==> config.mk <==
export PLATFORM = sky130hd
export DESIGN_NAME = hvd_sqrt_cell
export DESIGN_NICKNAME = d
export VERILOG_FILES = /design/src/hdl/hvd_pkg.sv /design/src/hdl/hvd_sqrt_cell.sv
export SDC_FILE = /design/constraint.sdc
export NUM_CORES = 1
export LEC_CHECK = 0
export BUFFER_PORTS_ARGS = -buffer_cell sky130_fd_sc_hd__clkbuf_2
export CAP_MARGIN = 20
export CORE_ASPECT_RATIO = 0.6
export CORE_MARGIN = 2
export CORE_UTILIZATION = 52
export DETAILED_ROUTE_END_ITERATION = 8
export GPL_ROUTABILITY_DRIVEN = 0
export GPL_TIMING_DRIVEN = 1
export PLACE_DENSITY = 0.89
export SETUP_SLACK_MARGIN = 0.1
export SKIP_CTS_REPAIR_TIMING = 1
export SYNTH_ARGS = -nofsm -noshare
export SYNTH_HDL_FRONTEND = slang
export SYNTH_SLANG_ARGS = --single-unit
export TNS_END_PERCENT = 5
==> constraint.sdc <==
create_clock -name clk -period 8.1 [get_ports clk]
set_input_delay 0.81 -clock clk [delete_from_list [all_inputs] [get_ports clk]]
set_output_delay 0.81 -clock clk [all_outputs]
set_load 0.02 [all_outputs]
==> src/hdl/hvd_pkg.sv <==
package hvd_pkg;

	// Widths of the CORDIC datapath.
	localparam int XW = 33;
	localparam int ZW = 34;
	localparam int RW = 34;
	localparam int SQ_STAGES = 31;
	localparam int SQ_NW = 2 * SQ_STAGES;
	localparam int RADIUS_W = 13;
	localparam int DIST_W = 23;
	localparam int ANGLE_FRAC_BITS_DEF = 16;
	localparam int CORDIC_STAGES_DEF = 20;

	// Angles are degrees times 2^24.
	localparam logic signed [63:0] DEG_HALF_TURN = 64'sd3019898880;
	localparam logic signed [63:0] DEG_FULL_TURN = 64'sd6039797760;
	localparam logic signed [63:0] DEG_QUARTER = 64'sd1509949440;
	localparam logic signed [XW-1:0] CORDIC_GAIN = XW'(64'sd652032874);
	localparam logic [26:0] RAD_PER_DEG_Q32 = 27'd74961321;
	localparam logic [30:0] Q30_ONE = 31'h4000_0000;
	localparam logic [DIST_W-1:0] OUT_MAX = {DIST_W{1'b1}};
	localparam logic [RADIUS_W-1:0] RADIUS_RESET = 13'd6371;

	typedef logic signed [XW-1:0] xy_t;
	typedef logic signed [ZW-1:0] ang_t;

	function automatic logic [31:0] atan_deg24(input logic [4:0] idx);
		logic [31:0] v;
		case (idx)
			5'd0: v = 32'd754974720;
			5'd1: v = 32'd445687602;
			5'd2: v = 32'd235489088;
			5'd3: v = 32'd119537938;
			5'd4: v = 32'd60000934;
			5'd5: v = 32'd30029717;
			5'd6: v = 32'd15018523;
			5'd7: v = 32'd7509720;
			5'd8: v = 32'd3754917;
			5'd9: v = 32'd1877466;
			5'd10: v = 32'd938734;
			5'd11: v = 32'd469367;
			5'd12: v = 32'd234684;
			5'd13: v = 32'd117342;
			5'd14: v = 32'd58671;
			5'd15: v = 32'd29335;
			5'd16: v = 32'd14668;
			5'd17: v = 32'd7334;
			5'd18: v = 32'd3667;
			5'd19: v = 32'd1833;
			5'd20: v = 32'd917;
			5'd21: v = 32'd458;
			5'd22: v = 32'd229;
			5'd23: v = 32'd115;
			5'd24: v = 32'd57;
			5'd25: v = 32'd29;
			5'd26: v = 32'd14;
			5'd27: v = 32'd7;
			5'd28: v = 32'd4;
			5'd29: v = 32'd2;
			5'd30: v = 32'd1;
			default: v = 32'd0;
		endcase
		return v;
	endfunction

endpackage

==> src/hdl/hvd_sqrt_cell.sv <==
module hvd_sqrt_cell (
	input  logic                          clk,
	input  logic                          en,
	input  logic [hvd_pkg::SQ_NW-1:0]     n_in,
	input  logic [hvd_pkg::SQ_STAGES-1:0] r_in,
	input  logic [hvd_pkg::RW-1:0]        rem_in,
	output logic [hvd_pkg::SQ_NW-1:0]     n_out,
	output logic [hvd_pkg::SQ_STAGES-1:0] r_out,
	output logic [hvd_pkg::RW-1:0]        rem_out
);

	logic [hvd_pkg::RW-1:0] rem_w;
	logic [hvd_pkg::RW-1:0] trial;

	// One root bit per cell: bring down the next two radicand bits and try 4r+1.
	assign rem_w = {rem_in[hvd_pkg::RW-3:0], n_in[hvd_pkg::SQ_NW-1 -: 2]};
	assign trial = {1'b0, r_in, 2'b01};

	always_ff @(posedge clk) begin
		if (en) begin
			n_out <= {n_in[hvd_pkg::SQ_NW-3:0], 2'b00};
			if (rem_w >= trial) begin
				rem_out <= rem_w - trial;
				r_out <= {r_in[hvd_pkg::SQ_STAGES-2:0], 1'b1};
			end else begin
				rem_out <= rem_w;
				r_out <= {r_in[hvd_pkg::SQ_STAGES-2:0], 1'b0};
			end
		end
	end

endmodule

==> results.txt <==
In the final timing run, aggregate negative setup slack is 0 ns. The full die area came out at 0.01286 mm^2. The placed cell area came out at 0.007564 mm^2. Counting every sink on the clock net gives 125. The number of slew-limit violations in the final report is 0. The critical path required time came out at around 8.4 ns.

The total leakage power is 0.003800 uW. In the routed layout, each cell is associated on average with a via count of between 5 and 6. The flow ran to the end, and the final reports show no timing, DRC or antenna violations. The number of standard cells in the layout, taps in and fillers out came out at 938. The total vias in the final route came out at 5216.

The number of warnings printed during yosys synthesis is 0. The kind of launch point of the worst setup path is a primary input. The number of buffers inserted during clock tree synthesis came out at 17. The ratio of final minimum period to clock period came out at 50.42%. The clock tree synthesis step divided the H-tree into 4 levels.

Cells with a size suffix above 1 make up 39.07% of the layout. The number of different library cells used by synthesis comes to slightly below 60. The area of the placeable core is 0.01145 mm^2. Entering global routing, the biggest net connects 94 pins. The synthesized instance count came out at 508.

The top-level I/O count is 256. The fmax is 0.2448 GHz. The final critical delay including setup and external delays came out at about 4.1 ns. The total power density per cell area came out at 253.2 mW/mm^2. The per-cell routed wire length is 17.40 um. The number of diodes added for antenna fixing came out at 0. A synthesized cell averages between 10 and 15 um^2.

The sequential area share after synthesis came out at 60.47%. The remaining routing DRC violations came out at 0. The cell total after placement came out at 905. The flip-flop and latch count after synthesis is 125. The combined global-route utilization of all metal layers is 24.91%. The number of failing setup endpoints in the final timing report came out at 0. The global-route wire length before repair is 24820 um. The initial antenna violation count is 0. Setup repair after global routing left no endpoint under its margin. The maximum vdd ir drop came out at 0.1701 mV. The count of max-cap constraint violations is 0. The buffer levels on the longest clock path is 2. In this run the clock root is driven by a sky130_fd_sc_hd__clkbuf_16.

TritonCTS built the clock tree. The via count of the first global-routing pass is 4998. The estimated wirelength of the detail-placed design came out at 12100 um. The tightest slew margin relative to the limit came out at 42.03%. The critical path data arrival time came out at 4.33 ns. The die extent in y came out at 88.63 um. The maximum fanout encountered on the critical timing path came out at 38. The critical path class is primary input to flop. The final core utilization is 72.04%. The layout net count is 927. After synthesis, the share of flip-flops with an asynchronous set or reset is 0%.

The most common flop cell mapped by yosys is sky130_fd_sc_hd__edfxtp_1. The count of TritonRoute iterations in the first routing pass came out at 5. The horizontal extent of the die came out at 145.1 um. The initial cell density of the core is 54.22%. The slew of the pin with the lowest slew margin is 0.8662 ns.

The area of all placed cells without fillers is 0.008248 mm^2. The number of routed nets with antenna violations came out at 0. The row count came out at 30. The first-iteration detailed-routing DRC count came out at between 500 and 600.

After detailed routing, the total wire length is 16320 um. The area growth from synthesis to layout is 32.88%. The number of hold violations in the final report came out at 0. The start point of the worst min-delay path is n_in[52].

Counting flops with a built-in enable in the synthesized netlist gives ~130. The launching element of the worst setup path is r_in[0]. The count of buffers from port buffering is 251. The total grt overflow came out at 0.

The netlist area before placement is between 0.006 and 0.007 mm^2. The nature of the critical path endpoint is a flop. The clock slew seen by the registers of the worst setup and hold paths is ~0.060 ns. The worst hold path belongs to the class primary input to flop. The worst hold-check slack is around 0.57 ns.
per-stage QoR:
step	total power, uW	worst slack (ns)
after floorplan	1096	5.014
after global placement	1224	3.766
after detailed placement	1240	3.687
after CTS	2091	4.086
after global routing	2161	3.780
final	2088	4.016
cell type report:
| cell class | instances | area [um^2] |
|---|---|---|
| well taps | 160 | 200.2 |
| flip-flops and latches | 125 | 3754 |
| clock buffers | 18 | 429.2 |
| multi-input cells | 324 | 2178 |
| fillers | 809 | 3201 |
| inverters | 44 | 165.2 |
| clock inverters | 14 | 227.7 |
| repair buffers | 253 | 1294 |
final timing paths:
| check | to | slack, ns | cells past startpoint |
|---|---|---|---|
| worst max-delay path | rem_out[26] | 4.02 | 12 |
| worst min-delay path | n_out[54] | 0.57 | 1 |
per-layer routing:
layer	global-route usage [%]	vias to the layer above	wire (um)
met2	40.78	313	7765
met4	9.358	0	339
met1	33.31	2452	6717
met5	0	-	0
met3	5.773	41	1498
li1	-	2410	-
power by group:
part	leakage, uW	switching [uW]	total (uW)	internal (uW)
clock	0.000322	299	853	554
sequential	0.00122	18.5	813	794
combinational	0.00225	275	423	148
placed cells by master (no fill, tap or decap), types with 2 or more instances in the layout:
cell type and instances:
sky130_fd_sc_hd__clkinv_4 2, sky130_fd_sc_hd__o21a_1 4, sky130_fd_sc_hd__a211oi_1 7, sky130_fd_sc_hd__o21ai_0 22
sky130_fd_sc_hd__and3_1 5, sky130_fd_sc_hd__buf_4 2, sky130_fd_sc_hd__o211ai_1 5, sky130_fd_sc_hd__a31oi_1 4
sky130_fd_sc_hd__a21oi_2 4, sky130_fd_sc_hd__and2_1 2, sky130_fd_sc_hd__and4_1 3, sky130_fd_sc_hd__nand2_1 37
sky130_fd_sc_hd__nor2_1 38, sky130_fd_sc_hd__bufinv_16 5, sky130_fd_sc_hd__nor2_2 2, sky130_fd_sc_hd__or3_1 6
sky130_fd_sc_hd__o31ai_1 6, sky130_fd_sc_hd__o31ai_2 2, sky130_fd_sc_hd__a31o_2 2, sky130_fd_sc_hd__xor2_1 12
sky130_fd_sc_hd__clkbuf_2 250, sky130_fd_sc_hd__o21ai_1 2, sky130_fd_sc_hd__inv_1 43, sky130_fd_sc_hd__o31a_1 2
sky130_fd_sc_hd__nand4_1 6, sky130_fd_sc_hd__a21oi_1 40, sky130_fd_sc_hd__nand2b_1 4, sky130_fd_sc_hd__conb_1 2
sky130_fd_sc_hd__a21o_1 16, sky130_fd_sc_hd__xnor2_1 10, sky130_fd_sc_hd__nand3_1 13, sky130_fd_sc_hd__mux2i_1 2
sky130_fd_sc_hd__nor3_1 10, sky130_fd_sc_hd__ha_1 33, sky130_fd_sc_hd__edfxtp_1 125, sky130_fd_sc_hd__o21bai_1 2
sky130_fd_sc_hd__clkbuf_16 17, sky130_fd_sc_hd__inv_6 5
worst max-delay path, cell delays in order:
cell                       delay (ns)
sky130_fd_sc_hd__clkbuf_2        0.09
sky130_fd_sc_hd__inv_1           0.04
sky130_fd_sc_hd__ha_1            0.34
sky130_fd_sc_hd__nor2b_4         0.15
sky130_fd_sc_hd__o31a_1          0.29
sky130_fd_sc_hd__o31ai_2         0.38
sky130_fd_sc_hd__a21oi_2         0.18
sky130_fd_sc_hd__o211a_4         0.31
sky130_fd_sc_hd__o21ai_4         0.70
sky130_fd_sc_hd__inv_2           0.54
sky130_fd_sc_hd__and4_1          0.36
sky130_fd_sc_hd__nor3_1          0.12
cells in the mapped netlist, drive strengths merged (2+ instances only):
cell type	n	area share, %
and2	2	0.20
o21bai	2	0.24
and4	3	0.42
nand4	6	0.60
or3	6	0.60
a21oi	44	3.8
nand2b	4	0.40
a31o	2	0.28
o21a	4	0.48
a21o	16	1.9
xnor2	10	1.4
mux2i	2	0.32
o31a	2	0.28
nor3	10	0.81
inv	44	2.7
nor2b	2	0.32
o31ai	8	1.1
o211ai	6	0.81
xor2	12	1.7
nand3	13	1.0
o21ai	26	2.3
o221ai	2	0.38
a211oi	7	0.85
ha	33	6.7
and3	5	0.50
nor2	40	2.5
nand2	37	2.2
clkbuf	7	0.44
o211a	2	0.44
buf	9	1.4
edfxtp	125	60
a31oi	4	0.40
state kept, by name (all words and copies together) (netlist names):
signal / flops
n_out: 60
rem_out: 34
r_out: 31
logic make-up (layout without fill, tap and decap cells):
kind of cell / Yosys count / in the layout / synth area share, %
AND/OR/NAND/NOR: 131 / 131 / 10.04
AO/OA/AOI/OAI: 133 / 133 / 14.67
multiplexers: 3 / 3 / 0.5039
buffers and inverters: 60 / 329 / 4.495
other: 1 / 2 / 0.06041
XOR/XNOR: 22 / 22 / 3.104
adder cells (fa/ha/maj): 33 / 33 / 6.652
flip-flops: 125 / 125 / 60.47
(Power assumes the default switching activity.)
