<file path="config.mk">
export PLATFORM = sky130hd
export DESIGN_NAME = hvd_wrap
export DESIGN_NICKNAME = d
export VERILOG_FILES = /design/src/hdl/hvd_pkg.sv /design/src/hdl/hvd_wrap.sv
export SDC_FILE = /design/constraint.sdc
export NUM_CORES = 1
export LEC_CHECK = 0
export BUFFER_PORTS_ARGS = -buffer_cell sky130_fd_sc_hd__buf_2
export CAP_MARGIN = 20
export CORE_MARGIN = 10
export CORE_UTILIZATION = 42
export DETAILED_ROUTE_END_ITERATION = 7
export SETUP_SLACK_MARGIN = 0.5
export SLEW_MARGIN = 10
export SYNTH_ARGS = -nofsm -noshare
export SYNTH_HDL_FRONTEND = slang
export SYNTH_SLANG_ARGS = --single-unit
</file>
<file path="constraint.sdc">
create_clock -name clk -period 3 [get_ports clk]
set_input_delay 0.15 -clock clk [delete_from_list [all_inputs] [get_ports clk]]
set_output_delay 0.15 -clock clk [all_outputs]
set_load 0.05 [all_outputs]
</file>
<file path="src/hdl/hvd_pkg.sv">
package hvd_pkg;

	// Widths of the CORDIC datapath.
	localparam int XW = 33;
	localparam int ZW = 34;
	localparam int RW = 34;
	localparam int SQ_STAGES = 31;
	localparam int SQ_NW = 2 * SQ_STAGES;
	localparam int RADIUS_W = 13;
	localparam int DIST_W = 23;
	localparam int ANGLE_FRAC_BITS_DEF = 16;
	localparam int CORDIC_STAGES_DEF = 20;

	// Angles are degrees times 2^24.
	localparam logic signed [63:0] DEG_HALF_TURN = 64'sd3019898880;
	localparam logic signed [63:0] DEG_FULL_TURN = 64'sd6039797760;
	localparam logic signed [63:0] DEG_QUARTER = 64'sd1509949440;
	localparam logic signed [XW-1:0] CORDIC_GAIN = XW'(64'sd652032874);
	localparam logic [26:0] RAD_PER_DEG_Q32 = 27'd74961321;
	localparam logic [30:0] Q30_ONE = 31'h4000_0000;
	localparam logic [DIST_W-1:0] OUT_MAX = {DIST_W{1'b1}};
	localparam logic [RADIUS_W-1:0] RADIUS_RESET = 13'd6371;

	typedef logic signed [XW-1:0] xy_t;
	typedef logic signed [ZW-1:0] ang_t;

	function automatic logic [31:0] atan_deg24(input logic [4:0] idx);
		logic [31:0] v;
		case (idx)
			5'd0: v = 32'd754974720;
			5'd1: v = 32'd445687602;
			5'd2: v = 32'd235489088;
			5'd3: v = 32'd119537938;
			5'd4: v = 32'd60000934;
			5'd5: v = 32'd30029717;
			5'd6: v = 32'd15018523;
			5'd7: v = 32'd7509720;
			5'd8: v = 32'd3754917;
			5'd9: v = 32'd1877466;
			5'd10: v = 32'd938734;
			5'd11: v = 32'd469367;
			5'd12: v = 32'd234684;
			5'd13: v = 32'd117342;
			5'd14: v = 32'd58671;
			5'd15: v = 32'd29335;
			5'd16: v = 32'd14668;
			5'd17: v = 32'd7334;
			5'd18: v = 32'd3667;
			5'd19: v = 32'd1833;
			5'd20: v = 32'd917;
			5'd21: v = 32'd458;
			5'd22: v = 32'd229;
			5'd23: v = 32'd115;
			5'd24: v = 32'd57;
			5'd25: v = 32'd29;
			5'd26: v = 32'd14;
			5'd27: v = 32'd7;
			5'd28: v = 32'd4;
			5'd29: v = 32'd2;
			5'd30: v = 32'd1;
			default: v = 32'd0;
		endcase
		return v;
	endfunction

endpackage

</file>
<file path="src/hdl/hvd_wrap.sv">
module hvd_wrap #(
	parameter int ANG_W = 35
) (
	input  logic                     clk,
	input  logic                     en,
	input  logic signed [ANG_W-1:0]  ang,
	output hvd_pkg::ang_t            z,
	output logic                     flip
);

	localparam int K = (ANG_W > 32) ? ANG_W - 32 : 0;
	localparam int VW = ((ANG_W > 32) ? ANG_W : 32) + 3;
	localparam logic signed [VW-1:0] HALF = VW'(hvd_pkg::DEG_HALF_TURN);
	localparam logic signed [VW-1:0] QUARTER = VW'(hvd_pkg::DEG_QUARTER);
	localparam logic signed [VW-1:0] FULL_K = VW'(hvd_pkg::DEG_FULL_TURN <<< K);

	logic signed [VW-1:0] v_s [K+2];
	logic signed [VW-1:0] pre;
	logic signed [VW-1:0] r;

	// Offset by half a turn so that the reduction works on a non-negative value.
	always_comb begin
		pre = VW'(ang) + HALF;
		if (pre < 0) begin
			pre = pre + FULL_K;
		end
	end

	always_ff @(posedge clk) begin
		if (en) begin
			v_s[0] <= pre;
		end
	end

	for (genvar j = 0; j <= K; j++) begin : g_red
		localparam logic signed [VW-1:0] STEP = VW'(hvd_pkg::DEG_FULL_TURN <<< (K - j));
		always_ff @(posedge clk) begin
			if (en) begin
				if (v_s[j] >= STEP) begin
					v_s[j+1] <= v_s[j] - STEP;
				end else begin
					v_s[j+1] <= v_s[j];
				end
			end
		end
	end

	assign r = v_s[K+1] - HALF;

	// Fold into the right half plane; the caller negates the CORDIC results.
	always_ff @(posedge clk) begin
		if (en) begin
			if (r > QUARTER) begin
				z <= hvd_pkg::ZW'(r - HALF);
				flip <= 1'b1;
			end else if (r < -QUARTER) begin
				z <= hvd_pkg::ZW'(r + HALF);
				flip <= 1'b1;
			end else begin
				z <= hvd_pkg::ZW'(r);
				flip <= 1'b0;
			end
		end
	end

endmodule

</file>
==> out/qor.csv, run 1 <==
stage;metric;value;unit
outcome;status;completed;
setup_path;CP Capture Type;register;
setup_path;WS Path Type;register to register;
clocking;Worst-path clk slew;0.06;ns
setup_path;Reg2Reg Setup Slack;0.40;ns
final_layout;register area;6730;µm²
route;final WL;13.5;mm
final_layout;Filler cells;1649;
route;Vias;4440;
route;iteration-0 DRC count of the detailed router;286;
clocking;Inserted Clock Buffers;23;
setup_path;WP data required;3.24;ns
clocking;Sinks on Clock Net;224;
yosys;mux share of post-synthesis cell area;0.00360;
yosys;Synth Area in Adders;0.0173;
grt;vias in the first global route;4464;
route;Post-DRT Antenna Nets;0;
clocking;Longest Clk Path Bufs;3;
setup_path;crit path launch;v_s[4][27];
place;PortBufs;71;
setup_path;Worst Path Arrival;2.83;ns
floorplanning;die width;164;µm
timing;max_slew headroom;0.407;
final_layout;Post-layout nets;699;
timing;Final Max Slew Viols;0;
final_layout;area of the multi-input gates;2020;µm²
yosys;simple-gate portion of the synthesized area;0.0818;
grt;gr usage total;0.0967;
route;Via-to-Cell Ratio;4.75;
timing;RSZ-0062 raised after global routing;true;
yosys;Mean Syn Cell Area;16.7;µm²
setup_path;R2R depth;9;
worst_hold_path;Min-Delay Path Class;primary input to register;
yosys;largest family of logic cells by synthesized area;simple AND/OR/NAND/NOR gates;
yosys;Post-Synth XOR/XNOR Area;0.0571;
setup_path;FF-to-FF End;z[33];
yosys;syn_nets;571;
floorplanning;total die area;26900;µm²
yosys;FF+latch count, synth;224;
grt;first-pass GRT wire length;21.5;mm
setup_path;CP Launch Type;register;
setup_path;critical path endpoint;z[33];
route;number of remaining DRC errors;0;
floorplanning;row count;52;
floorplanning;Starting Density;0.428;
floorplanning;IO Pins;72;
yosys;ys flop type;edfxtp_1;
timing;fin crit period;2.60;ns
place;global placement routability congestion;0.823;
final_layout;synthesis-to-layout area growth;21.9;%
floorplanning;Die Y;164;µm
setup_path;Critical R2R Launch;v_s[4][27];
final_layout;Final Util;0.522;
yosys;number of synthesized flops with an enable pin;224;
route;Pre-antenna DRT Iters;4;
yosys;YS warnings;0;
grt;largest net degree at the start of global routing;183;
pwr;PwrDens;739;nW/µm²
clocking;CTS tree;built;
job;# Max-Cap Violations;0;
yosys;Compound-Gate Fraction of Synth Area;0.0550;
floorplanning;core box area;20300;µm²
timing;Final period util;0.865;
timing;Setup Total Neg Slack;0;ns
yosys;Mapped Cells;522;
yosys;Cell Area, Synth;8690;µm²
clocking;CTS H-tree lvls;1;
timing;f_max;385;MHz
timing;worst setup margin;0.405;ns
grt;GRT Residual Overflow;0;
grt;antenna violations before repair;1;
place;DP HPWL;8.98;mm
final_layout;share of cells above drive strength 1;0.214;
setup_path;highest net fanout along the worst path;5;
yosys;Cell variety after synth;56;
clocking;CTS root buf;clkbuf_16;
yosys;asr flop ratio synth;0;
pwr;LEAKAGE;0.00377;µW
pwr;VDD IR-drop max;0.000398;V
timing;# setup viols final;0;
timing;Post-Route Skew;0.00816;ns
place;worst slack, placed;0.131;ns
yosys;register area share after synthesis;0.774;
timing;Worst-Margin Slew;0.889;ns
route;drt wl/cell;14.4;µm
timing;Final Hold Vio Count;0;
clocking;clk_lat worst skew;0.49;ns
-- worst max-delay path, stage by stage, from the launching register on --
cell and delay (ns):
edfxtp_1 0.38, buf_4 0.17, o211a_1 0.22, or2_1 0.30, xnor2_2 0.19, or3_4 0.39, a211oi_4 0.31, nor2_4 0.08
a32oi_1 0.21, xnor2_1 0.09
-- logic make-up (layout without fill, tap and decap cells) --
kind of cell / Yosys count / after routing
AOI/OAI and AO/OA: 68 / 68
xor gates and xnor gates: 55 / 55
adders and majority gates: 12 / 12
buffers and inverters: 24 / 166
DFF: 224 / 224
muxes: 3 / 3
other: 1 / 2
and+or+nand+nor: 135 / 135
-- registers in the layout, indices dropped and copies added, names as in the netlist --
name,flops
z,34
flip,1
v_s,189
-- layer usage --
metal | vias up | global-route usage | wire, µm | share of wire
met4 | 0 | 0.0337 | 252 | 0.019
met3 | 22 | 0.0260 | 809 | 0.060
met5 | - | 0 | 0 | 0
met2 | 94 | 0.164 | 6530 | 0.48
met1 | 2063 | 0.117 | 5890 | 0.44
li1 | 2261 | - | - | -
-- worst min path at each step --
stage	from	slack, ns	depth (start not counted)	end
after floorplan	ang[0]	0.25	0	v_s[0][0]
after global placement	ang[18]	0.33	1	v_s[0][18]
after detailed placement	ang[25]	0.33	1	v_s[0][25]
after CTS	ang[33]	0.03	2	v_s[0][33]
after global routing	ang[33]	0.07	2	v_s[0][33]
final	ang[33]	0.05	2	v_s[0][33]
-- cell type report --
cell class | count | share of cell area
flip-flops and latches | 224 | 0.635
multi-input cells | 274 | 0.191
repair buffers | 114 | 0.0740
clock buffers | 30 | 0.0568
well taps | 270 | 0.0319
clock inverters | 9 | 0.00673
inverters | 13 | 0.00484
diodes | 1 | 0.000236
-- metrics by stage --
stage | instances | area, µm² | hold slack, ns | total power (µW)
floorplan | 522 | 8750 | 0.249 | 4960
global placement | 853 | 9420 | 0.328 | 5200
detailed placement | 853 | 9420 | 0.328 | 5230
CTS | 931 | 10500 | 0.0285 | 7860
global route | 935 | 10600 | 0.0715 | 8160
finish | 935 | 10600 | 0.0521 | 7830
-- placed cells by master, fill, tap and decap left out, drive strengths merged, types with 12 or more instances in the layout --
master and count:
xor2 22, clkbuf 31, nor4 21, buf 82
nand2 31, dlygate4sd3 31, ha 12, nand3 13
a21oi 15, o21ai 18, nor2 27, xnor2 33
edfxtp 224, inv 13
-- timing repair --
action,CTS,global route
endpoints found under the hold margin,31,0
pin swaps,9,5
cloned,0,0
hold buffers,31,0
buffers inserted,8,3
endpoints found under the setup margin,11,16
gates resized for setup,10,11
-- synth_stat cells, types with 3 or more instances --
| master | number | share of area |
|---|---|---|
| xnor2_1 | 31 | 0.031 |
| nand3_1 | 13 | 0.0075 |
| o21ai_0 | 11 | 0.0063 |
| o21ai_1 | 6 | 0.0035 |
| clkbuf_1 | 8 | 0.0035 |
| inv_1 | 12 | 0.0052 |
| nand4_1 | 4 | 0.0029 |
| nand2_1 | 31 | 0.013 |
| edfxtp_1 | 224 | 0.77 |
| nor4_1 | 21 | 0.015 |
| nor2b_1 | 5 | 0.0036 |
| and3_1 | 3 | 0.0022 |
| nor3_1 | 9 | 0.0052 |
| ha_1 | 12 | 0.017 |
| xor2_1 | 22 | 0.022 |
| a211oi_1 | 5 | 0.0043 |
| nand2b_1 | 5 | 0.0036 |
| and3b_1 | 3 | 0.0030 |
| a21o_1 | 4 | 0.0035 |
| o21a_1 | 3 | 0.0026 |
| nor2_1 | 26 | 0.011 |
| o21bai_1 | 3 | 0.0026 |
| a21oi_1 | 15 | 0.0086 |
-- power by group --
group	internal, µW	switching, µW
Combinational	511	705
Clock	1490	1040
Sequential	3870	214
Total	5870	1960
No activity file was read; power rests on OpenSTA's default activity.
==> run 2, diff against run 1 <==
--- a/config.mk
+++ b/config.mk
@@ -5,6 +5,7 @@
 export SDC_FILE = /design/constraint.sdc
 export NUM_CORES = 1
 export LEC_CHECK = 0
+export ABC_AREA = 1
 export BUFFER_PORTS_ARGS = -buffer_cell sky130_fd_sc_hd__buf_2
 export CAP_MARGIN = 20
 export CORE_MARGIN = 10
==> out/qor.csv, run 2 <==
stage;metric;value;unit
route;Post-DRT Antenna Nets;0;
place;PortBufs;71;
place;global placement routability congestion;0.805;
worst_hold_path;Hold Path Stages;3;
setup_path;critical path's largest stage delay;0.43;ns
floorplanning;Starting Density;0.423;
floorplanning;die width;168;µm
grt;gr usage total;0.100;
timing;# setup viols final;0;
yosys;syn_nets;759;
setup_path;WP data required;3.27;ns
final_layout;share of cells above drive strength 1;0.158;
floorplanning;core box area;21700;µm²
floorplanning;Die Y;168;µm
setup_path;R2R depth;14;
place;worst slack, placed;0.521;ns
final_layout;n_diodes;0;
yosys;YS warnings;0;
timing;Setup Total Neg Slack;0;ns
setup_path;slowest CP cell;edfxtp_1;
timing;f_max;432;MHz
route;iteration-0 DRC count of the detailed router;263;
yosys;ys flop type;edfxtp_1;
worst_hold_path;Min-Delay Path Class;primary input to register;
pwr;switching power;2150;µW
yosys;Cell Area, Synth;9180;µm²
route;Vias;5194;
pwr;PwrDens;737;nW/µm²
setup_path;highest net fanout along the worst path;7;
yosys;Mean Syn Cell Area;12.9;µm²
yosys;Synth top cells by count;edfxtp_1 (224), nand2_1 (152), inv_1 (69), nor2_1 (51), nand3_1 (50);
timing;Final Max Slew Viols;0;
yosys;Cell variety after synth;39;
outcome;status;completed;
yosys;post-synth top area cell;edfxtp_1;
clocking;CTS H-tree lvls;1;
floorplanning;row count;54;
yosys;asr flop ratio synth;0;
setup_path;crit path launch;v_s[4][26];
yosys;synth top area cells;edfxtp_1 (73%), nand2_1 (6.2%), xor2_1 (3.0%), inv_1 (2.8%), nand3_1 (2.7%);
clocking;Worst-path clk slew;0.05;ns
clocking;CTS root buf;clkbuf_16;
timing;RSZ-0062 raised after global routing;false;
yosys;top cell type's share of synthesized area;0.733;
yosys;FF+latch count, synth;224;
place;DP HPWL;10.1;mm
final_layout;Largest Register;v_s;
grt;first-pass GRT wire length;24.0;mm
final_layout;most common cell after layout, fill and taps aside;edfxtp_1;
timing;Post-Route Skew;0.0124;ns
pwr;Power Internal;5990;µW
pwr;Gate power share;0.160;
job;# Max-Cap Violations;0;
yosys;count leader, synth;edfxtp_1;
clocking;CTS tree;built;
route;Pre-antenna DRT Iters;4;
setup_path;Reg2Reg Setup Slack;0.69;ns
final_layout;max reg flops;189;
worst_hold_path;Hold Startpoint;ang[31];
yosys;Mapped Cells;710;
setup_path;Critical Path Most Common Cell;nand2_1;
pwr;switching share of total power;0.264;
setup_path;FF-to-FF End;z[33];
pwr;clock share of power;0.349;
floorplanning;total die area;28200;µm²
timing;fin crit period;2.31;ns
setup_path;CP Launch Type;register;
grt;GRT Residual Overflow;0;
clocking;Longest Clk Path Bufs;3;
timing;Final Hold Vio Count;0;
timing;Final period util;0.771;
route;Via-to-Cell Ratio;4.56;
final_layout;Filler cells;1815;
final_layout;most frequent cells in the layout;edfxtp_1 (224), nand2_1 (152), buf_2 (70);
setup_path;crit path cell chain;inv_1, ha_1, inv_1, nand3_1, nand2_1, nand2_2, nand2_1, nand2_2, inv_2, nor2_1, nand3b_2, or2_4, nand3_1, nand2_1;
grt;antenna violations before repair;0;
final_layout;top flop regs;v_s: 189 flops, z: 34 flops, flip: 1 flops;
setup_path;WS Path Type;register to register;
timing;Worst-Margin Slew;0.615;ns
worst_hold_path;worst min-delay path endpoint;v_s[0][31];
route;number of remaining DRC errors;0;
yosys;number of synthesized flops with an enable pin;224;
final_layout;synthesis-to-layout area growth;20.4;%
grt;vias in the first global route;5057;
setup_path;Worst Path Arrival;2.58;ns
pwr;part of the power in registers;0.491;
clocking;Inserted Clock Buffers;25;
pwr;LEAKAGE;0.00443;µW
setup_path;Critical R2R Launch;v_s[4][26];
grt;largest net degree at the start of global routing;101;
clocking;clk_lat worst skew;0.52;ns
pwr;VDD IR-drop max;0.000371;V
yosys;register area share after synthesis;0.733;
setup_path;CP Capture Type;register;
final_layout;Post-layout nets;890;
timing;worst setup margin;0.686;ns
route;drt wl/cell;12.7;µm
clocking;Sinks on Clock Net;224;
timing;max_slew headroom;0.589;
floorplanning;IO Pins;72;
route;final WL;14.5;mm
run 2: changes by cell type after synthesis, sizes merged, moves of 8 or more:
cell	previous run	this run
nor2	27	53
inv	13	72
xnor2	33	10
o21ai	18	29
xor2	22	31
nand3	13	51
nor4	21	13
nand2	31	160
run 2: final cells by class:
type | count | area, µm² | share of cell area
inverters | 72 | 270 | 0.0245
flip-flops and latches | 224 | 6730 | 0.609
clock inverters | 16 | 141 | 0.0128
clock buffers | 29 | 641 | 0.0580
well taps | 280 | 350 | 0.0317
repair buffers | 112 | 764 | 0.0692
multi-input cells | 406 | 2160 | 0.195
run 2: worst max-delay path, delay by kind of cell (launching register included):
family	cells	cell delay, ns
and+or+nand+nor	10	1.16
DFF	1	0.43
buffers and inverters	3	0.30
adders and majority gates	1	0.19
run 2: logic make-up (layout without fill, tap and decap cells):
logic type,Yosys count,in the layout,synth area share
other,1,1,0.000408
adders and majority gates,12,12,0.0164
buffers and inverters,80,229,0.0331
DFF,224,224,0.733
xor gates and xnor gates,41,41,0.0391
AOI/OAI and AO/OA,50,50,0.0326
and+or+nand+nor,301,301,0.145
muxes,1,1,0.00109
run 2: metrics by stage:
| stage | area (µm²) | instances | util | hold slack (ns) | total power, µW |
|---|---|---|---|---|---|
| 4_1_cts | 11000 | 1133 | 0.507 | 0.0441 | 8220 |
| 2_1_floorplan | 9180 | 710 | - | 0.249 | 5020 |
| 3_3_place_gp | 9900 | 1056 | 0.456 | 0.328 | 5300 |
| 3_5_place_dp | 9900 | 1056 | 0.456 | 0.328 | 5320 |
| 5_1_grt | 11100 | 1139 | 0.510 | 0.0640 | 8580 |
| 6_report | 11100 | 1139 | 0.510 | 0.0591 | 8150 |
run 2: layer usage:
| metal | GRT usage | wire [µm] |
|---|---|---|
| met4 | 0.0379 | 421 |
| met2 | 0.160 | 6590 |
| met3 | 0.0247 | 655 |
| met1 | 0.130 | 6840 |
| met5 | 0 | 0 |
run 2: worst max-delay path by stage:
| stage | cells after the start | end | slack (ns) |
|---|---|---|---|
| after floorplan | 15 | z[27] | 0.76 |
| after global placement | 15 | z[26] | 0.63 |
| after detailed placement | 15 | z[26] | 0.52 |
| after CTS | 15 | z[26] | 0.52 |
| after global routing | 14 | z[32] | 0.49 |
| final | 14 | z[33] | 0.69 |
run 2: repair_timing:
action	4_1_cts	5_1_grt
resized for setup	0	2
endpoints found under the setup margin	0	9
setup buffers	0	6
endpoints found under the hold margin	31	0
hold buffers	32	0
run 2: power groups by stage:
stage	registers [µW]	logic [µW]	clock network (µW)
6_report	4000	1300	2840
5_1_grt	4030	1480	3060
4_1_cts	4000	1290	2920
3_5_place_dp	4070	1260	0
3_3_place_gp	4060	1240	0
2_1_floorplan	4210	809	0
