==> config.mk <==
export PLATFORM = sky130hd
export DESIGN_NAME = hvd_rot_cell
export DESIGN_NICKNAME = d
export VERILOG_FILES = /design/src/hdl/hvd_pkg.sv /design/src/hdl/hvd_rot_cell.sv
export SDC_FILE = /design/constraint.sdc
export NUM_CORES = 1
export LEC_CHECK = 0
export CAP_MARGIN = 20
export CORE_ASPECT_RATIO = 2
export CORE_MARGIN = 2
export CORE_UTILIZATION = 30
export CTS_BUF_LIST = sky130_fd_sc_hd__clkbuf_4
export CTS_CLUSTER_SIZE = 8
export DETAILED_ROUTE_END_ITERATION = 8
export DONT_BUFFER_PORTS = 1
export GPL_ROUTABILITY_DRIVEN = 0
export SYNTH_ARGS = -nofsm -noshare
export SYNTH_HDL_FRONTEND = slang
export SYNTH_SLANG_ARGS = --single-unit
==> constraint.sdc <==
create_clock -name clk -period 4.63 [get_ports clk]
set_input_delay 0.6945 -clock clk [delete_from_list [all_inputs] [get_ports clk]]
set_output_delay 0.6945 -clock clk [all_outputs]
set_load 0.02 [all_outputs]
==> src/hdl/hvd_pkg.sv <==
package hvd_pkg;

	// Widths of the CORDIC datapath.
	localparam int XW = 33;
	localparam int ZW = 34;
	localparam int RW = 34;
	localparam int SQ_STAGES = 31;
	localparam int SQ_NW = 2 * SQ_STAGES;
	localparam int RADIUS_W = 13;
	localparam int DIST_W = 23;
	localparam int ANGLE_FRAC_BITS_DEF = 16;
	localparam int CORDIC_STAGES_DEF = 20;

	// Angles are degrees times 2^24.
	localparam logic signed [63:0] DEG_HALF_TURN = 64'sd3019898880;
	localparam logic signed [63:0] DEG_FULL_TURN = 64'sd6039797760;
	localparam logic signed [63:0] DEG_QUARTER = 64'sd1509949440;
	localparam logic signed [XW-1:0] CORDIC_GAIN = XW'(64'sd652032874);
	localparam logic [26:0] RAD_PER_DEG_Q32 = 27'd74961321;
	localparam logic [30:0] Q30_ONE = 31'h4000_0000;
	localparam logic [DIST_W-1:0] OUT_MAX = {DIST_W{1'b1}};
	localparam logic [RADIUS_W-1:0] RADIUS_RESET = 13'd6371;

	typedef logic signed [XW-1:0] xy_t;
	typedef logic signed [ZW-1:0] ang_t;

	function automatic logic [31:0] atan_deg24(input logic [4:0] idx);
		logic [31:0] v;
		case (idx)
			5'd0: v = 32'd754974720;
			5'd1: v = 32'd445687602;
			5'd2: v = 32'd235489088;
			5'd3: v = 32'd119537938;
			5'd4: v = 32'd60000934;
			5'd5: v = 32'd30029717;
			5'd6: v = 32'd15018523;
			5'd7: v = 32'd7509720;
			5'd8: v = 32'd3754917;
			5'd9: v = 32'd1877466;
			5'd10: v = 32'd938734;
			5'd11: v = 32'd469367;
			5'd12: v = 32'd234684;
			5'd13: v = 32'd117342;
			5'd14: v = 32'd58671;
			5'd15: v = 32'd29335;
			5'd16: v = 32'd14668;
			5'd17: v = 32'd7334;
			5'd18: v = 32'd3667;
			5'd19: v = 32'd1833;
			5'd20: v = 32'd917;
			5'd21: v = 32'd458;
			5'd22: v = 32'd229;
			5'd23: v = 32'd115;
			5'd24: v = 32'd57;
			5'd25: v = 32'd29;
			5'd26: v = 32'd14;
			5'd27: v = 32'd7;
			5'd28: v = 32'd4;
			5'd29: v = 32'd2;
			5'd30: v = 32'd1;
			default: v = 32'd0;
		endcase
		return v;
	endfunction

endpackage

==> src/hdl/hvd_rot_cell.sv <==
module hvd_rot_cell #(
	parameter int STAGE = 0
) (
	input  logic          clk,
	input  logic          en,
	input  hvd_pkg::xy_t  x_in,
	input  hvd_pkg::xy_t  y_in,
	input  hvd_pkg::ang_t z_in,
	output hvd_pkg::xy_t  x_out,
	output hvd_pkg::ang_t z_out,
	output hvd_pkg::xy_t  y_out
);

	localparam hvd_pkg::ang_t ATAN = hvd_pkg::ZW'(hvd_pkg::atan_deg24(5'(STAGE)));

	hvd_pkg::xy_t dx;
	hvd_pkg::xy_t dy;

	assign dx = y_in >>> STAGE;
	assign dy = x_in >>> STAGE;

	always_ff @(posedge clk) begin
		if (en) begin
			if (z_in >= 0) begin
				x_out <= x_in - dx;
				y_out <= y_in + dy;
				z_out <= z_in - ATAN;
			end else begin
				x_out <= x_in + dx;
				y_out <= y_in - dy;
				z_out <= z_in + ATAN;
			end
		end
	end

endmodule

==> results.cfg, run 1 <==
[routing]
drt_drc_violations_left = 0
drt_first_pass_iters = 6
first_iter_violations = 740
avgRoutedWirePerCell_um = 22.1
number_of_nets_with_antenna_violations_after_routing = 0
drt_wl_total_um = 29800
route.detailed.vias_per_inst = 5.59
vias = 7523

[hold_path]
worst_hold_path_type = primary input to flop

[die]
core_sq_um = 29400
dieArea_sq_um = 31200
rows = 89
dieWidth_um = 126
ioPinCount = 202
start_util = 0.303
dieHeight_um = 248

[worst_setup_path]
critical_path.max_fanout = 10
critical_path_required_ns = 4.92
crit_path_end_kind = flop
timing_worst_setup_path_type = primary input to flop
critPathArrivalTime_ns = 3.91
cp_slowest_cell = sky130_fd_sc_hd__a2111oi_1
cp-start-kind = primary input
crit_path_cell_trace = inv_1 > ha_1 > nor2_1 > nand2_1 > nor2_1 > and4_1 > a41oi_1 > a2111oi_1 > a211oi_2 > o31ai_1 > o21ai_0 > xor2_1
critical_path.most_common_cell = sky130_fd_sc_hd__nor2_1
slowest_stage_delay_on_critical_path_ns = 0.53

[cts]
clk_pin_slew_ns = 0.20
tritoncts.num_buffers = 9
postCtsResizedCells = 0
ctsHoldBuffers = 0
cts_sinks = 99
clock_tree.buffer_depth = 2
tritoncts = built
clock_tree.root_cell = sky130_fd_sc_hd__clkbuf_4
postCtsSetupRepairBufs = 0
htreeDepth = 3

[logic_synthesis]
synth_async_sr_flop_share = 0
synth-edff-count = 99
synthCells = 997
ys_ff_latch = 99
yosys.cell_types.count = 76
yosysTopAreaCellShare = 0.333
yosys.area.top_type = sky130_fd_sc_hd__edfxtp_1
synth_area_per_cell_sq_um = 8.95
sequential_element_share_of_the_synthesized_area = 0.333
synth_warnings = 0
yosys_most_used_dff = sky130_fd_sc_hd__edfxtp_1
post_synth_instance_area_sq_um = 8920
synthTopCellsByArea = sky130_fd_sc_hd__edfxtp_1, sky130_fd_sc_hd__ha_1, sky130_fd_sc_hd__a21oi_1, sky130_fd_sc_hd__xnor2_1, sky130_fd_sc_hd__inv_1
syn-num-nets = 1208

[cells_and_area]
filler_cell_count = 3128
design_area_sq_um = 9430
final_common_cell = sky130_fd_sc_hd__a21oi_1
final_util = 0.321
synthToLayoutAreaGrowth_pct = 5.68
layout.cells.most_common_list = sky130_fd_sc_hd__a21oi_1, sky130_fd_sc_hd__inv_1, sky130_fd_sc_hd__ha_1, sky130_fd_sc_hd__edfxtp_1, sky130_fd_sc_hd__nor2_1
layout.cells.non_filler = 1346
finish.net_count = 1187
drive_gt1_frac = 0.0601

[timing]
report.final.hold_viol_count = 0
grt_setup_unrepaired = no
setup_viol_count_final = 0
fmax_mhz = 276
timing.final.max_slew_violations = 0
timing.slew.headroom = 0.525
timing.setup.tns_ns = 0
finalCritPeriodShare = 0.783
layout_min_cycle_time_ns = 3.63
worst-slew-pin-transition_ns = 0.713

[place]
dpl_cell_area_sq_um = 9260
port_buffers = 0
post-place-cells = 1329
dp_hpwl_um = 24000

[global_route]
grt_overflow = 0
antenna_found_initial = 1
track_usage = 0.183
grt_start_max_net_pins = 100
grt_pass1_vias = 7524
grt_first_pass_wirelength_um = 43700

[power]
power.leakage_nw = 3.82
vdd_drop_max_mv = 0.104
powerDensity_nw_per_um2 = 300

[status]
run_status = complete, no violations

[flow_run]
cap_viol_max_count = 0
==> synthesized netlist by cell type, types with 13 or more instances <==
cell type / count
sky130_fd_sc_hd__a21o_1: 14
sky130_fd_sc_hd__a21oi_1: 133
sky130_fd_sc_hd__clkbuf_1: 21
sky130_fd_sc_hd__edfxtp_1: 99
sky130_fd_sc_hd__ha_1: 105
sky130_fd_sc_hd__inv_1: 111
sky130_fd_sc_hd__mux2i_1: 13
sky130_fd_sc_hd__nand2_1: 47
sky130_fd_sc_hd__nor2_1: 79
sky130_fd_sc_hd__nor3_1: 20
sky130_fd_sc_hd__o21ai_0: 46
sky130_fd_sc_hd__o21bai_1: 31
sky130_fd_sc_hd__xnor2_1: 57
sky130_fd_sc_hd__xor2_1: 15
==> worst paths after layout <==
kind / from / to / slack (ns) / cells past startpoint
hold / removal: z_in[9] / z_out[9] / 0.26 / 0
setup / recovery: x_in[16] / y_out[27] / 1.00 / 12
==> where the power goes <==
group,switching (W),total [W],internal [W]
combinational,0.000549,0.000876,0.000326
clock,0.000364,0.000544,0.000179
sequential,0.000234,0.00140,0.00117
total,0.00115,0.00282,0.00168
==> routing by layer <==
layer	wire, um	GRT usage	vias up
met3	1360	0.0315	95
met5	0	0	-
li1	-	-	3501
met1	9800	0.172	3600
met4	1720	0.109	0
met2	16900	0.362	327
==> area by class of cell <==
type	count	area (sq um)	share of cell area
diodes	1	2.50	0.000265
clock buffers	9	67.6	0.00717
clock inverters	7	93.8	0.00996
inverters	117	439	0.0466
multi-input cells	736	5300	0.562
flip-flops and latches	99	2970	0.315
well taps	364	455	0.0483
repair buffers	13	97.6	0.0104
==> worst max-delay path: cells and delay by family <==
family          cells  cell delay [ns]
simple gates        4             1.17
xor+xnor            1             0.20
compound gates      5             1.37
buf+inv             1             0.02
fa+ha+maj           1             0.46
==> logic make-up (layout without fill, tap and decap cells) <==
group                      count (synthesis)  after routing  synth area share
buffers and inverters                    162            146            0.0731
DFF                                       99             99             0.333
muxes                                     14             14            0.0159
AOI/OAI and AO/OA                        323            323             0.234
adders and majority gates                109            109             0.156
xor gates and xnor gates                  72             72            0.0707
other                                      0              1                 0
and+or+nand+nor                          218            218             0.117
==> flip-flops by register name (all words and copies together), names as in the netlist <==
| signal | cells |
|---|---|
| x_out | 33 |
| y_out | 32 |
| z_out | 34 |
==> per-stage QoR <==
step	setup WS, ns	power (W)	hold WS, ns
3_3_place_gp	0.532	0.00228	0.793
2_1_floorplan	0.514	0.00202	0.793
6_report	1.00	0.00282	0.260
4_1_cts	1.11	0.00284	0.193
3_5_place_dp	0.507	0.00229	0.793
5_1_grt	0.720	0.00296	0.189
(Power assumes the default switching activity.)
==> inputs of run 2 (changes only) <==
Clock period 4.63 ns to 3.2 ns, I/O delays scaled along.
==> results.cfg, run 2 (same netlist as run 1, synthesis figures left out) <==
[timing]
layout_min_cycle_time_ns = 3.01
fmax_mhz = 333
setup_viol_count_final = 0
worst-slew-pin-transition_ns = 0.519
hold_slack_ns = 0.0713
timing.setup.tns_ns = 0
timing.final.max_slew_violations = 0
grt_setup_unrepaired = no
report.final.hold_viol_count = 0
setup_slack_ns = 0.195
timing.slew.headroom = 0.654
finalCritPeriodShare = 0.939

[place]
dp_hpwl_um = 25800
dpl_cell_area_sq_um = 10400
pre_cts_ws_ns = -0.327
port_buffers = 0

[global_route]
grt_pass1_vias = 8341
grt_overflow = 0
antenna_found_initial = 1
grt_start_max_net_pins = 100
grt_first_pass_wirelength_um = 46500
track_usage = 0.195

[cts]
cts_sinks = 99
postCtsResizedCells = 0
htreeDepth = 3
clock_tree.buffer_depth = 2
ctsHoldBuffers = 23
clk_pin_slew_ns = 0.19
clock_tree.root_cell = sky130_fd_sc_hd__clkbuf_4
postCtsSetupRepairBufs = 0
tritoncts.num_buffers = 9
tritoncts = built

[cells_and_area]
finish.net_count = 1358
register_area_sq_um = 2970
design_area_sq_um = 10800
area_of_combinational_cells_with_multiple_inputs_sq_um = 5330
regMostFlops = z_out
drive_gt1_frac = 0.184
final_util = 0.366
synthToLayoutAreaGrowth_pct = 20.8
largest_register_ffs = 34
final_common_cell = sky130_fd_sc_hd__buf_4
filler_cell_count = 3013
top_flop_regs = z_out (34), x_out (33), y_out (32)
layout.cells.most_common_list = sky130_fd_sc_hd__buf_4, sky130_fd_sc_hd__a21oi_1, sky130_fd_sc_hd__inv_1, sky130_fd_sc_hd__ha_1, sky130_fd_sc_hd__edfxtp_1

[worst_setup_path]
critical_path.max_fanout = 4
startpoint = x_in[0]
crit_buf_inv = 1
cp.depth = 13
slowest_stage_delay_on_critical_path_ns = 0.42
cp-start-kind = primary input
timing_worst_setup_path_type = primary input to flop
cp-endpoint = x_out[30]
crit_path_end_kind = flop
crit_path_cell_trace = ha_1 > fa_1 > nor2b_2 > o211ai_2 > a2bb2oi_2 > a21oi_1 > o31ai_2 > a211oi_2 > buf_4 > o221ai_1 > a221oi_2 > mux2i_1 > xnor2_1
crit_family = compound AO/OA/AOI/OAI gates
critical_path_required_ns = 3.51
critPathArrivalTime_ns = 3.31
cp_slowest_cell = sky130_fd_sc_hd__fa_1

[power]
power.sequential.fraction = 0.479
p_int_w = 0.00257
vdd_drop_max_mv = 0.141
switching_share = 0.395
power.leakage_nw = 4.62
powerDensity_nw_per_um2 = 395
clock_power_share = 0.157
p_switching_w = 0.00168
p_comb_frac = 0.364

[routing]
avgRoutedWirePerCell_um = 20.8
route.detailed.vias_per_inst = 5.40
drt_first_pass_iters = 5
drt_wl_total_um = 31500
drt_drc_violations_left = 0
vias = 8192
number_of_nets_with_antenna_violations_after_routing = 0
first_iter_violations = 590

[die]
core_sq_um = 29400
dieHeight_um = 248
dieWidth_um = 126
rows = 89
ioPinCount = 202
dieArea_sq_um = 31200
start_util = 0.303

[status]
run_status = complete, no violations

[hold_path]
worst_hold_path_type = primary input to flop

[flow_run]
cap_viol_max_count = 0
-- run 2: through the flow --
| step | instances | power [W] |
|---|---|---|
| 2_1_floorplan | 997 | 0.00294 |
| 3_3_place_gp | 1477 | 0.00356 |
| 3_5_place_dp | 1477 | 0.00357 |
| 4_1_cts | 1516 | 0.00427 |
| 5_1_grt | 1517 | 0.00447 |
| 6_report | 1517 | 0.00425 |
-- run 2: worst min-delay path by stage --
| stage | from | to | slack [ns] | cells past startpoint |
|---|---|---|---|---|
| after global routing | z_in[23] | z_out[23] | 0.01 | 0 |
| after global placement | z_in[0] | z_out[0] | 0.58 | 0 |
| after floorplan | z_in[0] | z_out[0] | 0.58 | 0 |
| after CTS | z_in[23] | z_out[23] | 0.004 | 0 |
| after detailed placement | z_in[12] | z_out[12] | 0.58 | 0 |
| final | z_in[23] | z_out[23] | 0.07 | 0 |
-- run 2: power groups by stage --
stage | clock, W | sequential, W | combinational [W]
final | 0.000669 | 0.00204 | 0.00155
after global routing | 0.000743 | 0.00205 | 0.00168
after CTS | 0.000700 | 0.00204 | 0.00153
after detailed placement | 0 | 0.00207 | 0.00150
after global placement | 0 | 0.00207 | 0.00149
after floorplan | 0 | 0.00201 | 0.000935
-- run 2: final cells by class --
| class | instances | area share |
|---|---|---|
| clock inverters | 6 | 0.00523 |
| diodes | 1 | 0.000232 |
| clock buffers | 10 | 0.00697 |
| inverters | 117 | 0.0408 |
| repair buffers | 184 | 0.134 |
| multi-input cells | 736 | 0.495 |
| well taps | 364 | 0.0423 |
| flip-flops and latches | 99 | 0.276 |
-- run 2: routing by layer --
metal  vias to the layer above  wire [um]  global-route usage
li1                       3839          -                   -
met1                      3879       9890               0.172
met2                       335      17600               0.382
met3                       139       1480              0.0360
met4                         0       2550               0.149
met5                         -          0                   0
==> inputs of run 3 (changes only) <==
Settings changed: CORE_UTILIZATION 30 to 44.
==> results.cfg, run 3 (same netlist as run 1, synthesis figures left out) <==
[global_route]
grt_start_max_net_pins = 97
antenna_found_initial = 1
track_usage = 0.258
grt_first_pass_wirelength_um = 42500
grt_pass1_vias = 8157
grt_overflow = 0

[cells_and_area]
layout.cells.most_common_list = sky130_fd_sc_hd__buf_4, sky130_fd_sc_hd__a21oi_1, sky130_fd_sc_hd__inv_1, sky130_fd_sc_hd__ha_1, sky130_fd_sc_hd__edfxtp_1
final_util = 0.530
top_flop_regs = z_out (34), x_out (33), y_out (32)
layout.cells.non_filler = 1401
filler_cell_count = 1968
largest_register_ffs = 34
drive_gt1_frac = 0.179
final_common_cell = sky130_fd_sc_hd__buf_4
finish.net_count = 1344
regMostFlops = z_out
synthToLayoutAreaGrowth_pct = 18.4

[die]
ioPinCount = 202
dieArea_sq_um = 21500
rows = 73
start_util = 0.448
dieWidth_um = 105
core_sq_um = 19900
dieHeight_um = 205

[cts]
clk_pin_slew_ns = 0.17
clock_tree.root_cell = sky130_fd_sc_hd__clkbuf_4
tritoncts.num_buffers = 9
clock_tree.buffer_depth = 2
htreeDepth = 3
cts_sinks = 99
tritoncts = built
postCtsSetupRepairBufs = 0

[timing]
timing.final.max_slew_violations = 0
timing.slew.headroom = 0.538
grt_setup_unrepaired = no
fmax_mhz = 330
finalCritPeriodShare = 0.946
report.final.hold_viol_count = 0
worst-slew-pin-transition_ns = 0.684
layout_min_cycle_time_ns = 3.03
setup_viol_count_final = 0

[place]
post-place-cells = 1365
port_buffers = 0
dp_hpwl_um = 22500

[status]
run_status = complete, no violations

[routing]
first_iter_violations = 396
vias = 8046
avgRoutedWirePerCell_um = 20.2
route.detailed.vias_per_inst = 5.74
number_of_nets_with_antenna_violations_after_routing = 0
drt_drc_violations_left = 0
drt_wl_total_um = 28200
drt_first_pass_iters = 5

[worst_setup_path]
critical_path.max_fanout = 5
crit_path_end_kind = flop
timing_worst_setup_path_type = primary input to flop
critical_path_required_ns = 3.49
cp-start-kind = primary input
critPathArrivalTime_ns = 3.32

[power]
powerDensity_nw_per_um2 = 403
vdd_drop_max_mv = 0.276
power.leakage_nw = 4.57

[hold_path]
worst_hold_path_type = primary input to flop

[flow_run]
cap_viol_max_count = 0
-- run 3: cell count changes in the layout (fill, tap and decap cells not counted) --
cell	before	now
sky130_fd_sc_hd__clkinvlp_4	1	0
sky130_fd_sc_hd__clkinv_8	0	2
sky130_fd_sc_hd__nor4_2	1	3
sky130_fd_sc_hd__clkbuf_4	10	9
sky130_fd_sc_hd__clkinv_4	2	0
sky130_fd_sc_hd__nor4_1	10	8
sky130_fd_sc_hd__buf_4	161	151
sky130_fd_sc_hd__dlygate4sd3_1	23	19
sky130_fd_sc_hd__inv_8	2	4
-- run 3: area by class of cell --
type	count	area, sq um	area share
multi-input cells	736	5340	0.506
repair buffers	170	1320	0.125
diodes	1	2.50	0.000237
clock buffers	9	67.6	0.00640
inverters	117	439	0.0416
clock inverters	7	86.3	0.00817
flip-flops and latches	99	2970	0.281
well taps	262	328	0.0310
-- run 3: power by group --
group / switching (W) / total, W / internal (W)
registers: 0.000328 / 0.00202 / 0.00169
clock network: 0.000531 / 0.000728 / 0.000197
logic: 0.000825 / 0.00151 / 0.000682
total: 0.00168 / 0.00426 / 0.00257
-- run 3: worst paths after layout --
kind | from | to | slack (ns) | depth (start not counted)
max | x_in[6] | y_out[31] | 0.17 | 13
min | z_in[18] | z_out[18] | 0.05 | 0
-- run 3: what timing repair did --
action,4_1_cts,5_1_grt
endpoints found under the setup margin,0,2
hold buffers,19,0
resized for setup,0,2
endpoints found under the hold margin,22,0
-- run 3: metal layers --
metal | track usage | vias to the layer above | routed length, um
li1 | - | 3825 | -
met1 | 0.234 | 3764 | 9160
met2 | 0.507 | 343 | 15700
met3 | 0.0459 | 114 | 1430
met4 | 0.177 | 0 | 1930
met5 | 0 | - | 0
-- run 3: metrics by stage --
step	area, sq um	setup WS (ns)	hold WS (ns)	power, W	setup TNS, ns
after detailed placement	10200	-0.388	0.579	0.00352	-4.90
after floorplan	9000	-0.163	0.579	0.00294	-0.307
final	10600	0.172	0.0480	0.00426	0
after global routing	10600	0.0180	0.000124	0.00448	0
after CTS	10500	0.213	0.000462	0.00427	0
after global placement	10200	-0.363	0.579	0.00351	-4.01
-- run 3: critical path, stage by stage --
cell                        delay [ns]
sky130_fd_sc_hd__inv_1            0.03
sky130_fd_sc_hd__ha_1             0.34
sky130_fd_sc_hd__nor2b_1          0.06
sky130_fd_sc_hd__o21ai_0          0.28
sky130_fd_sc_hd__a31oi_1          0.23
sky130_fd_sc_hd__and4_1           0.25
sky130_fd_sc_hd__a41oi_1          0.34
sky130_fd_sc_hd__a2111oi_1        0.17
sky130_fd_sc_hd__a211oi_2         0.48
sky130_fd_sc_hd__o31ai_1          0.12
sky130_fd_sc_hd__buf_4            0.15
sky130_fd_sc_hd__a211oi_1         0.27
sky130_fd_sc_hd__xor2_1           0.11
